## src/hw/rtl/esc_throttle_steer_sequencer_core_defines.svh

```systemverilog
// assertion macros for the esc throttle / steer sequencer
// expects signals clk and rst in the scope of each use
`ifndef ESC_THROTTLE_STEER_SEQUENCER_CORE_DEFINES_SVH
`define ESC_THROTTLE_STEER_SEQUENCER_CORE_DEFINES_SVH

`ifndef NO_ASSERTIONS

`define ESC_TSS_ASSERT_ALWAYS(lbl, expr) \
  lbl: assert property (@(posedge clk) disable iff (rst) (expr)) \
    else $error("esc_tss: invariant violated");

`define ESC_TSS_ASSERT_IMPL(lbl, ante, cons) \
  lbl: assert property (@(posedge clk) disable iff (rst) (ante) |-> (cons)) \
    else $error("esc_tss: same-cycle implication violated");

`define ESC_TSS_ASSERT_NEXT(lbl, ante, cons) \
  lbl: assert property (@(posedge clk) disable iff (rst) (ante) |=> (cons)) \
    else $error("esc_tss: next-cycle implication violated");

`else

`define ESC_TSS_ASSERT_ALWAYS(lbl, expr)

`define ESC_TSS_ASSERT_IMPL(lbl, ante, cons)

`define ESC_TSS_ASSERT_NEXT(lbl, ante, cons)

`endif

`endif

```

## src/hw/rtl/esc_tss_pkg.sv

```systemverilog
// shared types, codes and widths for the esc throttle / steer sequencer
// no dependencies
`default_nettype none

package esc_tss_pkg;

  localparam int PWM_BITS   = 12;
  localparam int CNT_W      = 12;
  localparam int ANG_W      = 9;
  localparam int PCT_W      = 8;
  localparam int CMD_W      = 2;
  localparam int WAIT_W     = 2;
  localparam int DIR_W      = 2;
  localparam int CFG_IDX_W  = 3;
  localparam int CFG_DATA_W = 12;

  // mapping datapath widths
  localparam int OPA_W  = ANG_W + 2;
  localparam int OPB_W  = CNT_W + 1;
  localparam int OFFB_W = ANG_W + 1;
  localparam int ACC_W  = OPA_W + OPB_W;
  localparam int OFFP_W = OPB_W + OFFB_W;
  localparam int NUM_W  = ACC_W + 2;
  localparam int MAG_W  = NUM_W - 1;
  localparam int DEN_W  = ANG_W;
  localparam int REM_W  = DEN_W + 1;
  localparam int DIV_STEPS = MAG_W;
  localparam int STEP_W    = $clog2(DIV_STEPS);

  localparam logic signed [OFFB_W-1:0] THR_SPAN = OFFB_W'(100);

  // queue sizes
  localparam int JQ_DEPTH = 2;
  localparam int JQ_PTR_W = $clog2(JQ_DEPTH);
  localparam int JQ_CNT_W = $clog2(JQ_DEPTH + 1);
  localparam int RQ_DEPTH = 4;
  localparam int RQ_PTR_W = $clog2(RQ_DEPTH);
  localparam int RQ_CNT_W = $clog2(RQ_DEPTH + 1);

  // register reset values
  localparam logic [CNT_W-1:0]        RST_NEUTRAL = CNT_W'(369);
  localparam logic [CNT_W-1:0]        RST_FORWARD = CNT_W'(500);
  localparam logic [CNT_W-1:0]        RST_REVERSE = CNT_W'(250);
  localparam logic [CNT_W-1:0]        RST_RIGHT   = CNT_W'(300);
  localparam logic [CNT_W-1:0]        RST_LEFT    = CNT_W'(450);
  localparam logic signed [ANG_W-1:0] RST_FLOOR   = -ANG_W'(60);
  localparam logic signed [ANG_W-1:0] RST_CEILING = ANG_W'(60);

  localparam logic [WAIT_W-1:0] HOLD_NONE  = WAIT_W'(0);
  localparam logic [WAIT_W-1:0] HOLD_SHORT = WAIT_W'(1);
  localparam logic [WAIT_W-1:0] HOLD_LONG  = WAIT_W'(2);

  localparam logic signed [DIR_W-1:0] DIR_REV  = -DIR_W'(1);
  localparam logic signed [DIR_W-1:0] DIR_STOP = DIR_W'(0);
  localparam logic signed [DIR_W-1:0] DIR_FWD  = DIR_W'(1);

  localparam logic CH_THROTTLE = 1'b0;
  localparam logic CH_STEER    = 1'b1;

  typedef enum logic [CMD_W-1:0] {
    CMD_THROTTLE = 2'd0,
    CMD_BRAKE    = 2'd1,
    CMD_STEER    = 2'd2
  } cmd_t;

  typedef enum logic [CFG_IDX_W-1:0] {
    REG_NEUTRAL       = 3'd0,
    REG_FULL_FORWARD  = 3'd1,
    REG_FULL_REVERSE  = 3'd2,
    REG_STEER_RIGHT   = 3'd3,
    REG_STEER_LEFT    = 3'd4,
    REG_ANGLE_FLOOR   = 3'd5,
    REG_ANGLE_CEILING = 3'd6
  } cfg_reg_t;

  typedef enum logic [1:0] {
    JOB_THROTTLE,
    JOB_BRAKE,
    JOB_STEER
  } job_op_t;

  typedef struct packed {
    job_op_t                   op;
    logic signed [DIR_W-1:0]   old_dir;
    logic signed [DIR_W-1:0]   new_dir;
    logic                      counter;  // counter pulse and neutral come first
    logic                      neg;      // reverse throttle demand
    logic [PCT_W-1:0]          mag;      // throttle magnitude
    logic signed [ANG_W-1:0]   angle;
  } job_t;

  typedef struct packed {
    logic [CNT_W-1:0]        neutral;
    logic [CNT_W-1:0]        full_forward;
    logic [CNT_W-1:0]        full_reverse;
    logic [CNT_W-1:0]        steer_right;
    logic [CNT_W-1:0]        steer_left;
    logic signed [ANG_W-1:0] angle_floor;
    logic signed [ANG_W-1:0] angle_ceiling;
  } cfg_t;

  typedef struct packed {
    logic                    channel;
    logic [CNT_W-1:0]        pwm_count;
    logic [WAIT_W-1:0]       wait_after;
    logic signed [DIR_W-1:0] drive_direction;
    logic                    last;
  } result_t;

  typedef struct packed {
    logic             start;
    logic [MAG_W-1:0] dividend;
    logic [DEN_W-1:0] divisor;
  } div_req_t;

  typedef struct packed {
    logic             done;
    logic [MAG_W-1:0] quotient;
  } div_rsp_t;

  typedef enum logic [3:0] {
    BK_IDLE,
    BK_PULSE,
    BK_NEUTRAL,
    BK_SETUP,
    BK_FLAT,
    BK_MUL,
    BK_ACC,
    BK_START,
    BK_DIV,
    BK_OUT
  } back_state_t;

endpackage

`default_nettype wire

```

## src/hw/rtl/esc_throttle_steer_sequencer_core.sv

```systemverilog
// top level of the esc throttle / steer sequencer: config registers and wiring
// depends on esc_tss_pkg, esc_tss_front, esc_tss_back and esc_tss_outq
//
// Commands enter through a queue-style port: a transaction is taken at a clock
// edge with push high and full low. Results leave the same way: the oldest
// result sits on the result ports while empty is low and is taken with pop.
// A command gives zero to three results; the last one carries last high.
// The front end takes commands into a two-entry job queue and keeps the drive
// direction, so it holds up to two jobs ahead of the back end.
// The back end works one job at a time: a counter pulse and then neutral when
// the drive reverses or brakes while moving, neutral alone for a brake from
// rest, and for throttle or steer a map through setup, multiply, accumulate
// and the 25-step restoring divider that the back end shares between both
// maps; a steer whose angle bounds are equal skips the map.
// A stalled receiver fills the four-entry result queue; the back end then
// waits, then the job queue fills and full rises. Nothing is dropped.
// Synchronous reset clears both queues, sets the direction to stopped and
// loads the register defaults. Register writes take effect at once and are
// meant to be made while no transaction is in flight.
`default_nettype none

module esc_throttle_steer_sequencer_core (
  input  logic                                     clk,
  input  logic                                     rst,
  input  logic                                     push,
  output logic                                     full,
  input  logic [esc_tss_pkg::CMD_W-1:0]            command,
  input  logic signed [esc_tss_pkg::PCT_W-1:0]     throttle_percent,
  input  logic signed [esc_tss_pkg::ANG_W-1:0]     steer_angle,
  output logic                                     empty,
  input  logic                                     pop,
  output logic                                     channel,
  output logic [esc_tss_pkg::CNT_W-1:0]            pwm_count,
  output logic [esc_tss_pkg::WAIT_W-1:0]           wait_after,
  output logic signed [esc_tss_pkg::DIR_W-1:0]     drive_direction,
  output logic                                     last,
  input  logic                                     cfg_write,
  input  logic [esc_tss_pkg::CFG_IDX_W-1:0]        cfg_index,
  input  logic [esc_tss_pkg::CFG_DATA_W-1:0]       cfg_data
);
  import esc_tss_pkg::*;

  cfg_t    cfg;
  logic    job_valid;
  job_t    job;
  logic    job_pop;
  logic    rpush;
  result_t ritem;
  logic    rfull;
  result_t head;

  always_ff @(posedge clk) begin
    if (rst) begin
      cfg.neutral       <= RST_NEUTRAL;
      cfg.full_forward  <= RST_FORWARD;
      cfg.full_reverse  <= RST_REVERSE;
      cfg.steer_right   <= RST_RIGHT;
      cfg.steer_left    <= RST_LEFT;
      cfg.angle_floor   <= RST_FLOOR;
      cfg.angle_ceiling <= RST_CEILING;
    end else if (cfg_write) begin
      case (cfg_index)
        REG_NEUTRAL:       cfg.neutral       <= cfg_data[CNT_W-1:0];
        REG_FULL_FORWARD:  cfg.full_forward  <= cfg_data[CNT_W-1:0];
        REG_FULL_REVERSE:  cfg.full_reverse  <= cfg_data[CNT_W-1:0];
        REG_STEER_RIGHT:   cfg.steer_right   <= cfg_data[CNT_W-1:0];
        REG_STEER_LEFT:    cfg.steer_left    <= cfg_data[CNT_W-1:0];
        REG_ANGLE_FLOOR:   cfg.angle_floor   <= cfg_data[ANG_W-1:0];
        REG_ANGLE_CEILING: cfg.angle_ceiling <= cfg_data[ANG_W-1:0];
        default: begin
        end
      endcase
    end
  end

  esc_tss_front u_front (
    .clk              (clk),
    .rst              (rst),
    .push             (push),
    .full             (full),
    .command          (command),
    .throttle_percent (throttle_percent),
    .steer_angle      (steer_angle),
    .job_pop          (job_pop),
    .job_valid        (job_valid),
    .job              (job)
  );

  esc_tss_back u_back (
    .clk       (clk),
    .rst       (rst),
    .cfg       (cfg),
    .job_valid (job_valid),
    .job       (job),
    .job_pop   (job_pop),
    .rpush     (rpush),
    .ritem     (ritem),
    .rfull     (rfull)
  );

  esc_tss_outq u_outq (
    .clk   (clk),
    .rst   (rst),
    .push  (rpush),
    .item  (ritem),
    .full  (rfull),
    .pop   (pop),
    .empty (empty),
    .head  (head)
  );

  assign channel         = head.channel;
  assign pwm_count       = head.pwm_count;
  assign wait_after      = head.wait_after;
  assign drive_direction = head.drive_direction;
  assign last            = head.last;

endmodule

`default_nettype wire

```

## src/hw/rtl/esc_tss_front.sv

```systemverilog
// front end: accepts commands, tracks drive direction, queues decoded jobs
// depends on esc_tss_pkg and the assertion macro header
`default_nettype none
`include "esc_throttle_steer_sequencer_core_defines.svh"

module esc_tss_front (
  input  logic                                     clk,
  input  logic                                     rst,
  input  logic                                     push,
  output logic                                     full,
  input  logic [esc_tss_pkg::CMD_W-1:0]            command,
  input  logic signed [esc_tss_pkg::PCT_W-1:0]     throttle_percent,
  input  logic signed [esc_tss_pkg::ANG_W-1:0]     steer_angle,
  input  logic                                     job_pop,
  output logic                                     job_valid,
  output esc_tss_pkg::job_t                        job
);
  import esc_tss_pkg::*;

  logic signed [DIR_W-1:0] direction;
  logic signed [DIR_W-1:0] direction_next;
  job_t                    new_job;
  logic                    has_job;
  logic                    accept;
  logic                    jq_push;

  job_t                    jq [JQ_DEPTH];
  logic [JQ_PTR_W-1:0]     wr_ptr;
  logic [JQ_PTR_W-1:0]     rd_ptr;
  logic [JQ_CNT_W-1:0]     jq_count;

  assign full    = (jq_count == JQ_CNT_W'(JQ_DEPTH));
  assign accept  = push && !full;
  assign jq_push = accept && has_job;

  // classify the command and work out the direction it leaves behind
  always_comb begin
    new_job         = '0;
    new_job.op      = JOB_STEER;
    new_job.old_dir = direction;
    new_job.new_dir = direction;
    new_job.angle   = steer_angle;
    new_job.neg     = throttle_percent[PCT_W-1];
    new_job.mag     = throttle_percent[PCT_W-1] ? PCT_W'(-throttle_percent)
                                                : PCT_W'(throttle_percent);
    has_job         = 1'b0;
    direction_next  = direction;
    case (command)
      CMD_THROTTLE: begin
        if (throttle_percent != '0) begin
          has_job         = 1'b1;
          new_job.op      = JOB_THROTTLE;
          new_job.new_dir = new_job.neg ? DIR_REV : DIR_FWD;
          new_job.counter = (direction == (new_job.neg ? DIR_FWD : DIR_REV));
          direction_next  = new_job.new_dir;
        end
      end
      CMD_BRAKE: begin
        has_job         = 1'b1;
        new_job.op      = JOB_BRAKE;
        new_job.new_dir = DIR_STOP;
        new_job.counter = (direction != DIR_STOP);
        direction_next  = DIR_STOP;
      end
      CMD_STEER: begin
        has_job = 1'b1;
      end
      default: begin
      end
    endcase
  end

  always_ff @(posedge clk) begin
    if (rst) begin
      direction <= DIR_STOP;
      wr_ptr    <= '0;
      rd_ptr    <= '0;
      jq_count  <= '0;
    end else begin
      if (accept) begin
        direction <= direction_next;
      end
      if (jq_push) begin
        wr_ptr <= wr_ptr + 1'b1;
      end
      if (job_pop) begin
        rd_ptr <= rd_ptr + 1'b1;
      end
      case ({jq_push, job_pop})
        2'b10:   jq_count <= jq_count + 1'b1;
        2'b01:   jq_count <= jq_count - 1'b1;
        default: jq_count <= jq_count;
      endcase
    end
  end

  always_ff @(posedge clk) begin
    if (jq_push) begin
      jq[wr_ptr] <= new_job;
    end
  end

  assign job_valid = (jq_count != '0);
  assign job       = jq[rd_ptr];

  `ESC_TSS_ASSERT_ALWAYS(a_jq_bound, jq_count <= JQ_CNT_W'(JQ_DEPTH))
  `ESC_TSS_ASSERT_IMPL(a_pop_has_job, job_pop, job_valid)

endmodule

`default_nettype wire

```

## src/hw/rtl/esc_tss_div.sv

```systemverilog
// restoring divider, one quotient bit per cycle, unsigned magnitudes
// depends on esc_tss_pkg and the assertion macro header
`default_nettype none
`include "esc_throttle_steer_sequencer_core_defines.svh"

module esc_tss_div (
  input  logic                  clk,
  input  logic                  rst,
  input  esc_tss_pkg::div_req_t req,
  output esc_tss_pkg::div_rsp_t rsp
);
  import esc_tss_pkg::*;

  logic              busy;
  logic              done;
  logic [STEP_W-1:0] step;
  logic [MAG_W-1:0]  quo;
  logic [DEN_W-1:0]  rem;
  logic [DEN_W-1:0]  den;
  logic [REM_W-1:0]  rem_sh;
  logic [REM_W-1:0]  rem_diff;
  logic              fits;
  logic              start;

  assign start    = req.start;
  assign rem_sh   = {rem, quo[MAG_W-1]};
  assign fits     = (rem_sh >= {1'b0, den});
  assign rem_diff = rem_sh - {1'b0, den};

  always_ff @(posedge clk) begin
    if (rst) begin
      busy <= 1'b0;
      done <= 1'b0;
      step <= '0;
    end else begin
      done <= 1'b0;
      if (start) begin
        busy <= 1'b1;
        step <= STEP_W'(DIV_STEPS - 1);
      end else if (busy) begin
        step <= step - 1'b1;
        if (step == '0) begin
          busy <= 1'b0;
          done <= 1'b1;
        end
      end
    end
  end

  always_ff @(posedge clk) begin
    if (start) begin
      quo <= req.dividend;
      rem <= '0;
      den <= req.divisor;
    end else if (busy) begin
      quo <= {quo[MAG_W-2:0], fits};
      rem <= fits ? rem_diff[DEN_W-1:0] : rem_sh[DEN_W-1:0];
    end
  end

  assign rsp.done     = done;
  assign rsp.quotient = quo;

  `ESC_TSS_ASSERT_IMPL(a_start_when_idle, start, !busy)
  `ESC_TSS_ASSERT_NEXT(a_done_after_last_step, busy && (step == '0), done)

endmodule

`default_nettype wire

```

## src/hw/rtl/esc_tss_back.sv

```systemverilog
// back end: carries out queued jobs, sequences pulses and runs the linear maps
// depends on esc_tss_pkg, esc_tss_div and the assertion macro header
`default_nettype none
`include "esc_throttle_steer_sequencer_core_defines.svh"

module esc_tss_back (
  input  logic                     clk,
  input  logic                     rst,
  input  esc_tss_pkg::cfg_t        cfg,
  input  logic                     job_valid,
  input  esc_tss_pkg::job_t        job,
  output logic                     job_pop,
  output logic                     rpush,
  output esc_tss_pkg::result_t     ritem,
  input  logic                     rfull
);
  import esc_tss_pkg::*;

  back_state_t state;
  back_state_t state_next;

  job_t                     job_r;
  logic signed [OPA_W-1:0]  mul_a;
  logic signed [OPB_W-1:0]  mul_b;
  logic signed [OPB_W-1:0]  off_a;
  logic signed [OFFB_W-1:0] off_b;
  logic signed [ACC_W-1:0]  acc;
  logic signed [NUM_W-1:0]  num;
  logic                     res_neg;
  logic [MAG_W-1:0]         quo_r;

  // setup datapath
  logic signed [ANG_W-1:0]  a_lim;
  logic signed [ANG_W-1:0]  a_cl;
  logic signed [OPA_W-1:0]  steer_x;
  logic signed [OFFB_W-1:0] span;
  logic                     steer_flat;
  logic [CNT_W-1:0]         thr_sel;
  logic signed [OPB_W-1:0]  thr_b;
  logic signed [OPB_W-1:0]  steer_b;

  // multiply / sign datapath
  logic signed [ACC_W-1:0]  prod_main;
  logic signed [OFFP_W-1:0] prod_off;
  logic signed [NUM_W-1:0]  num_sum;
  logic                     num_neg;
  logic                     den_neg;
  logic [NUM_W-1:0]         num_abs;
  logic [OFFB_W-1:0]        den_abs;
  logic [PWM_BITS-1:0]      sat;

  div_req_t div_req;
  div_rsp_t div_rsp;

  esc_tss_div u_div (
    .clk (clk),
    .rst (rst),
    .req (div_req),
    .rsp (div_rsp)
  );

  // floor first, then ceiling, so an inverted pair resolves to the ceiling
  assign a_lim      = (job_r.angle < cfg.angle_floor) ? cfg.angle_floor : job_r.angle;
  assign a_cl       = (a_lim > cfg.angle_ceiling) ? cfg.angle_ceiling : a_lim;
  assign steer_x    = -OPA_W'(a_cl) - OPA_W'(cfg.angle_floor);
  assign span       = OFFB_W'(cfg.angle_ceiling) - OFFB_W'(cfg.angle_floor);
  assign steer_flat = (cfg.angle_ceiling == cfg.angle_floor);
  assign thr_sel    = job_r.neg ? cfg.full_reverse : cfg.full_forward;
  assign thr_b      = $signed({1'b0, thr_sel}) - $signed({1'b0, cfg.neutral});
  assign steer_b    = $signed({1'b0, cfg.steer_left}) - $signed({1'b0, cfg.steer_right});

  assign prod_main = mul_a * mul_b;
  assign prod_off  = off_a * off_b;
  assign num_sum   = NUM_W'(acc) + NUM_W'(prod_off);

  // truncation toward zero: divide magnitudes, sign applied afterwards
  assign num_neg = num[NUM_W-1];
  assign den_neg = off_b[OFFB_W-1];
  assign num_abs = num_neg ? NUM_W'(-num) : NUM_W'(num);
  assign den_abs = den_neg ? OFFB_W'(-off_b) : OFFB_W'(off_b);

  always_comb begin
    if (res_neg) begin
      sat = '0;
    end else if (|quo_r[MAG_W-1:PWM_BITS]) begin
      sat = '1;
    end else begin
      sat = quo_r[PWM_BITS-1:0];
    end
  end

  always_ff @(posedge clk) begin
    if (rst) begin
      state <= BK_IDLE;
    end else begin
      state <= state_next;
    end
  end

  always_comb begin
    state_next       = state;
    job_pop          = 1'b0;
    rpush            = 1'b0;
    ritem            = '0;
    div_req.start    = 1'b0;
    div_req.dividend = num_abs[MAG_W-1:0];
    div_req.divisor  = den_abs[DEN_W-1:0];
    case (state)
      BK_IDLE: begin
        if (job_valid) begin
          job_pop = 1'b1;
          if (job.counter) begin
            state_next = BK_PULSE;
          end else if (job.op == JOB_BRAKE) begin
            state_next = BK_NEUTRAL;
          end else begin
            state_next = BK_SETUP;
          end
        end
      end
      BK_PULSE: begin
        ritem.channel         = CH_THROTTLE;
        ritem.pwm_count       = (job_r.old_dir == DIR_REV) ? cfg.full_forward
                                                           : cfg.full_reverse;
        ritem.wait_after      = HOLD_LONG;
        ritem.drive_direction = job_r.old_dir;
        ritem.last            = 1'b0;
        if (!rfull) begin
          rpush      = 1'b1;
          state_next = BK_NEUTRAL;
        end
      end
      BK_NEUTRAL: begin
        ritem.channel         = CH_THROTTLE;
        ritem.pwm_count       = cfg.neutral;
        ritem.wait_after      = job_r.counter ? HOLD_LONG : HOLD_SHORT;
        ritem.drive_direction = DIR_STOP;
        ritem.last            = (job_r.op == JOB_BRAKE);
        if (!rfull) begin
          rpush      = 1'b1;
          state_next = (job_r.op == JOB_BRAKE) ? BK_IDLE : BK_SETUP;
        end
      end
      BK_SETUP: begin
        if ((job_r.op == JOB_STEER) && steer_flat) begin
          state_next = BK_FLAT;
        end else begin
          state_next = BK_MUL;
        end
      end
      BK_FLAT: begin
        ritem.channel         = CH_STEER;
        ritem.pwm_count       = cfg.steer_right;
        ritem.wait_after      = HOLD_NONE;
        ritem.drive_direction = job_r.new_dir;
        ritem.last            = 1'b1;
        if (!rfull) begin
          rpush      = 1'b1;
          state_next = BK_IDLE;
        end
      end
      BK_MUL: begin
        state_next = BK_ACC;
      end
      BK_ACC: begin
        state_next = BK_START;
      end
      BK_START: begin
        div_req.start = 1'b1;
        state_next    = BK_DIV;
      end
      BK_DIV: begin
        if (div_rsp.done) begin
          state_next = BK_OUT;
        end
      end
      BK_OUT: begin
        ritem.channel         = (job_r.op == JOB_STEER) ? CH_STEER : CH_THROTTLE;
        ritem.pwm_count       = CNT_W'(sat);
        ritem.wait_after      = HOLD_NONE;
        ritem.drive_direction = job_r.new_dir;
        ritem.last            = 1'b1;
        if (!rfull) begin
          rpush      = 1'b1;
          state_next = BK_IDLE;
        end
      end
      default: begin
        state_next = BK_IDLE;
      end
    endcase
  end

  // map operands: num = mul_a * mul_b + off_a * off_b, den = off_b
  always_ff @(posedge clk) begin
    case (state)
      BK_IDLE: begin
        if (job_valid) begin
          job_r <= job;
        end
      end
      BK_SETUP: begin
        if (job_r.op == JOB_STEER) begin
          mul_a <= steer_x;
          mul_b <= steer_b;
          off_a <= $signed({1'b0, cfg.steer_right});
          off_b <= span;
        end else begin
          mul_a <= OPA_W'($signed({1'b0, job_r.mag}));
          mul_b <= thr_b;
          off_a <= $signed({1'b0, cfg.neutral});
          off_b <= THR_SPAN;
        end
      end
      BK_MUL: begin
        acc <= prod_main;
      end
      BK_ACC: begin
        num <= num_sum;
      end
      BK_START: begin
        res_neg <= num_neg ^ den_neg;
      end
      BK_DIV: begin
        if (div_rsp.done) begin
          quo_r <= div_rsp.quotient;
        end
      end
      default: begin
      end
    endcase
  end

  `ESC_TSS_ASSERT_NEXT(a_last_ends_job, rpush && !rfull && ritem.last, state == BK_IDLE)

endmodule

`default_nettype wire

```

## src/hw/rtl/esc_tss_outq.sv

```systemverilog
// result queue between the back end and the result ports
// depends on esc_tss_pkg and the assertion macro header
`default_nettype none
`include "esc_throttle_steer_sequencer_core_defines.svh"

module esc_tss_outq (
  input  logic                 clk,
  input  logic                 rst,
  input  logic                 push,
  input  esc_tss_pkg::result_t item,
  output logic                 full,
  input  logic                 pop,
  output logic                 empty,
  output esc_tss_pkg::result_t head
);
  import esc_tss_pkg::*;

  result_t             mem [RQ_DEPTH];
  logic [RQ_PTR_W-1:0] wr_ptr;
  logic [RQ_PTR_W-1:0] rd_ptr;
  logic [RQ_CNT_W-1:0] count;
  logic                do_pop;

  assign full   = (count == RQ_CNT_W'(RQ_DEPTH));
  assign empty  = (count == '0);
  assign do_pop = pop && !empty;

  always_ff @(posedge clk) begin
    if (rst) begin
      wr_ptr <= '0;
      rd_ptr <= '0;
      count  <= '0;
    end else begin
      if (push) begin
        wr_ptr <= wr_ptr + 1'b1;
      end
      if (do_pop) begin
        rd_ptr <= rd_ptr + 1'b1;
      end
      case ({push, do_pop})
        2'b10:   count <= count + 1'b1;
        2'b01:   count <= count - 1'b1;
        default: count <= count;
      endcase
    end
  end

  always_ff @(posedge clk) begin
    if (push) begin
      mem[wr_ptr] <= item;
    end
  end

  assign head = mem[rd_ptr];

  `ESC_TSS_ASSERT_IMPL(a_no_push_when_full, push, !full)

endmodule

`default_nettype wire

```

## config.mk

```make
export PLATFORM = sky130hd
export DESIGN_NAME = esc_throttle_steer_sequencer_core
export DESIGN_NICKNAME = d
export VERILOG_FILES = /design/src/hw/rtl/esc_tss_pkg.sv /design/src/hw/rtl/esc_throttle_steer_sequencer_core.sv /design/src/hw/rtl/esc_tss_front.sv /design/src/hw/rtl/esc_tss_div.sv /design/src/hw/rtl/esc_tss_back.sv /design/src/hw/rtl/esc_tss_outq.sv
export VERILOG_INCLUDE_DIRS = /design/src /design/src/hw/rtl
export SDC_FILE = /design/constraint.sdc
export NUM_CORES = 1
export LEC_CHECK = 0
export ABC_AREA = 1
export BUFFER_PORTS_ARGS = -buffer_cell sky130_fd_sc_hd__buf_2
export CAP_MARGIN = 20
export CORE_MARGIN = 2
export CORE_UTILIZATION = 55
export CTS_CLUSTER_DIAMETER = 200
export CTS_CLUSTER_SIZE = 20
export DETAILED_ROUTE_END_ITERATION = 8
export GPL_TIMING_DRIVEN = 0
export PLACE_DENSITY = 0.83
export REMOVE_ABC_BUFFERS = 1
export SLEW_MARGIN = 20
export SYNTH_ARGS = -nofsm -noshare
export SYNTH_HDL_FRONTEND = slang
export SYNTH_HIERARCHICAL = 1
export SYNTH_SLANG_ARGS = --single-unit
```

## constraint.sdc

```tcl
create_clock -name clk -period 11.3 [get_ports clk]
set_input_delay 1.695 -clock clk [delete_from_list [all_inputs] [get_ports clk]]
set_output_delay 1.695 -clock clk [all_outputs]
set_load 0.02 [all_outputs]
```

==> results by group <==
Global routing
  – Total Routing Usage GR: 24.4%
  – Remaining Overflow, GRT: 0
  – Number of global-route vias before repair: 24100
  – Global-route wire length before repair: 118 mm
  – Largest net degree at the start of global routing: 56
  – Initial antenna violation count: 0

Power and ir drop
  – Leakage: approximately 16 nW
  – Worst VDD drop: roughly 0.37 mV
  – Total power: around 10 mW
  – Cell area power density: 309 mW/mm^2

Synth
  – Dominant synthesized flop cell: edfxtp_1
  – Synth unique cells: 57
  – Post-synthesis compound-gate area fraction: around 6.4%
  – Number of synthesized flops with an enable pin: 302
  – Largest family of logic cells by synthesized area: adder cells
  – Mux share of post-synthesis cell area: 0.953%
  – Post-synthesis adder-cell area fraction: 23.7%
  – Async S/R FF share, synth: 0%
  – Sequential-to-total area share from yosys stat: between 30% and 40%
  – Synth warn: 6
  – Mean post-synth cell area: 8.51 sq um
  – Synthesized cell area: 0.0316 sq mm
  – Syn Inst Count: 3718
  – Synthesis-stage register bit count: 416
  – Simple logic cell fraction of the synthesized area: between 20 and 25%
  – Post-Synth XOR/XNOR Area: 2.27%

Floorplan
  – Starting density of the core: between 50 and 60%
  – Cell row count: 87
  – Core Area: between 0.05 and 0.06 sq mm
  – Die area: 0.0595 sq mm
  – Top Ports: between 50 and 60
  – Die width: 244 um
  – Vert. Die Dim: 244 um

CTS
  – H-tree depth: 1
  – CTS Buf Count: 24
  – Hold Buf Count CTS: 0
  – Skew-Pair Late Insertion Delay: 0.58 ns
  – CTS sink cnt: 416
  – CTS max path bufs: 3
  – Clock root buffer: clkbuf_16
  – CTS tree: built
  – Worst-path clk slew: 0.10 ns
  – CTS resizes: 0
  – Setup Fix Bufs, Post-CTS: 0

STA
  – Setup violators final: 0
  – Relative slew slack: 28.7%
  – RSZ-0062 raised after global routing: false
  – Worst-Margin Slew: ~1.1 ns
  – Final hold vios: 0
  – Final worst path period share: around 52%
  – Setup TNS: 0 ns
  – Post-layout min period: 5.91 ns
  – Layout Skew: 0.0387 ns
  – Fmax: 169 MHz
  – Slew Viols, Final: 0

Placed design
  – Final HPWL DP: 56.9 mm
  – I/O Buffers: 58
  – Placed Instance Area: 0.0324 sq mm
  – GP Congestion: 0.945

Finish
  – Design Area, Final: 0.0332 sq mm
  – FF/Latch Area: 0.0114 sq mm
  – Fraction of layout cells with a size suffix above 1: 5.46%
  – Synthesis-to-finish area growth: 4.89%
  – Final-stage net count: 4191
  – Area of the multi-input gates: between 0.015 and 0.02 sq mm
  – Most frequent cells in the layout: 890 x nand2_1, 696 x inv_1, 302 x edfxtp_1, 275 x nor2_1, 243 x fa_1
  – Fillcell total: 4873
  – Most common cell after layout, fill and taps aside: nand2_1

Routing
  – 1st-pass router iterations: 6
  – DRC: 0
  – DRT iter0 DRCs: between 2000 and 2500
  – DR WL/cell: 16.3 um
  – Vias post-DR: about 24000
  – Via/cell ratio: 5.45
  – Routed Antenna Nets: 0
  – Routed WL: 73.1 mm

Outcome
  – Status: finished clean

Worst setup path
  – Worst stage delay on the critical path: 0.77 ns
  – CP delay by family, top: adder cells
  – Worst-path cell chain: inv_1, or2_2, fa_1, fa_1, inv_1, fa_1, inv_1, fa_1, inv_1, fa_1, ha_1, a21oi_1, inv_1, nor2_1, nand2_1, nand2_1, nand2_1, xor2_1
  – Slowest stage cell, crit path: edfxtp_1
  – Req. time, crit path: 11.61 ns
  – CP Max Fanout: 17
  – Reg2Reg Setup Slack: between 5 and 6 ns
  – Critical path capture point type: register
  – Crit Path Class: register to register
  – CP Buf/Inv Count: 5
  – Critical Path Source Type: register
  – WP data arrival: 6.21 ns

Min path
  – Hold Path Class: register to register

Run
  – Number of max-cap violations: 0
[per-layer routing]
| metal | track usage (%) | share of wire, % |
|---|---|---|
| met3 | 3.47 | 7.3 |
| met5 | 0 | 0 |
| met2 | 42.3 | 49 |
| met4 | 8.82 | 3.7 |
| met1 | 31.2 | 40 |
[synthesized netlist by cell type (all sizes together) (2+ instances only)]
master | instances | area (sq um)
a21boi | 2 | 15.0
nor3 | 28 | 160
o2111ai | 2 | 17.5
a21oi | 123 | 627
mux2i | 2 | 20.0
o21a | 4 | 30.0
nor2 | 301 | 1200
ha | 211 | 2640
xor2 | 52 | 455
buf | 49 | 334
nand4 | 35 | 234
nand2 | 906 | 3450
or2 | 22 | 138
nor4 | 3 | 18.8
o22ai | 30 | 188
nand3 | 231 | 1180
clkbuf | 63 | 236
and2 | 3 | 18.8
inv | 711 | 2680
xnor2 | 30 | 263
a21o | 6 | 45.0
fa | 243 | 4860
mux2 | 25 | 282
o21ai | 184 | 932
o211ai | 3 | 22.5
a31oi | 9 | 56.3
clkinv | 3 | 12.5
o21bai | 7 | 56.3
o31ai | 3 | 27.5
nand3b | 8 | 72.6
dfxtp | 114 | 2280
edfxtp | 302 | 9070
[final timing paths]
| check | startpoint | end | cells after the start |
|---|---|---|---|
| worst max-delay path | u_back/off_b[9] | u_back/num[12] | 18 |
| worst min-delay path | u_back/u_div/quo[18] | u_back/quo_r[18] | 0 |
| worst max register to register | u_back/off_b[9] | u_back/num[12] | 18 |
| worst min register to register | u_back/u_div/quo[18] | u_back/quo_r[18] | 0 |
[where the power goes]
group	internal, mW	switching (mW)
clock network	0.431	0.495
logic	2.56	4.44
registers	2.15	0.159
total	5.15	5.09
[through the flow]
step / hold slack (ns) / std cells / worst slack, ns / util, %
floorplan: 0.426 / 3606 / 6.30 / -
finish: 0.436 / 4473 / 5.39 / 58.6
global route: 0.460 / 4472 / 5.16 / 58.6
CTS: 0.442 / 4471 / 5.45 / 58.6
global placement: 0.434 / 4420 / 5.52 / 57.1
detailed placement: 0.434 / 4427 / 5.46 / 57.3
[flip-flops by register name, summed over array words and instances (netlist names), 3 cells and up, named ones only]
name / count
u_back/num: 25
u_back/mul_b: 13
u_front/jq: 50
u_back/u_div/den: 9
cfg: 78
u_back/u_div/step: 5
u_back/job_r: 25
u_outq/count: 3
u_back/acc: 24
u_back/off_b: 10
u_back/u_div/rem: 9
u_back/quo_r: 25
u_back/mul_a: 11
u_outq/mem: 72
u_back/off_a: 12
u_back/state: 4
u_back/u_div/quo: 25
[cell families (layout without fill, tap and decap cells)]
group | count (synthesis) | in the layout
simple gates | 1538 | 1538
other cells | 0 | 1
flops | 416 | 416
xor+xnor | 82 | 82
fa+ha+maj | 454 | 454
buf+inv | 826 | 824
mux | 27 | 27
compound gates | 375 | 375
[worst register-to-register path: stages (launching register included)]
cell and delay [ns]:
edfxtp_1 0.77, inv_1 0.50, or2_2 0.42, fa_1 0.46, fa_1 0.54, inv_1 0.05, fa_1 0.53, inv_1 0.05
fa_1 0.52, inv_1 0.05, fa_1 0.47, ha_1 0.37, a21oi_1 0.22, inv_1 0.06, nor2_1 0.18, nand2_1 0.14
nand2_1 0.08, nand2_1 0.05, xor2_1 0.16
[cell type report]
type | instances | share of cell area [%]
Antenna cell | 1 | 0.00754
Tap cell | 756 | 2.85
Inverter | 714 | 8.11
Timing Repair Buffer | 66 | 1.23
Clock buffer | 44 | 2.16
Sequential cell | 416 | 34.2
Multi-Input combinational cell | 2476 | 51.4
No activity file was read; power rests on OpenSTA's default activity.
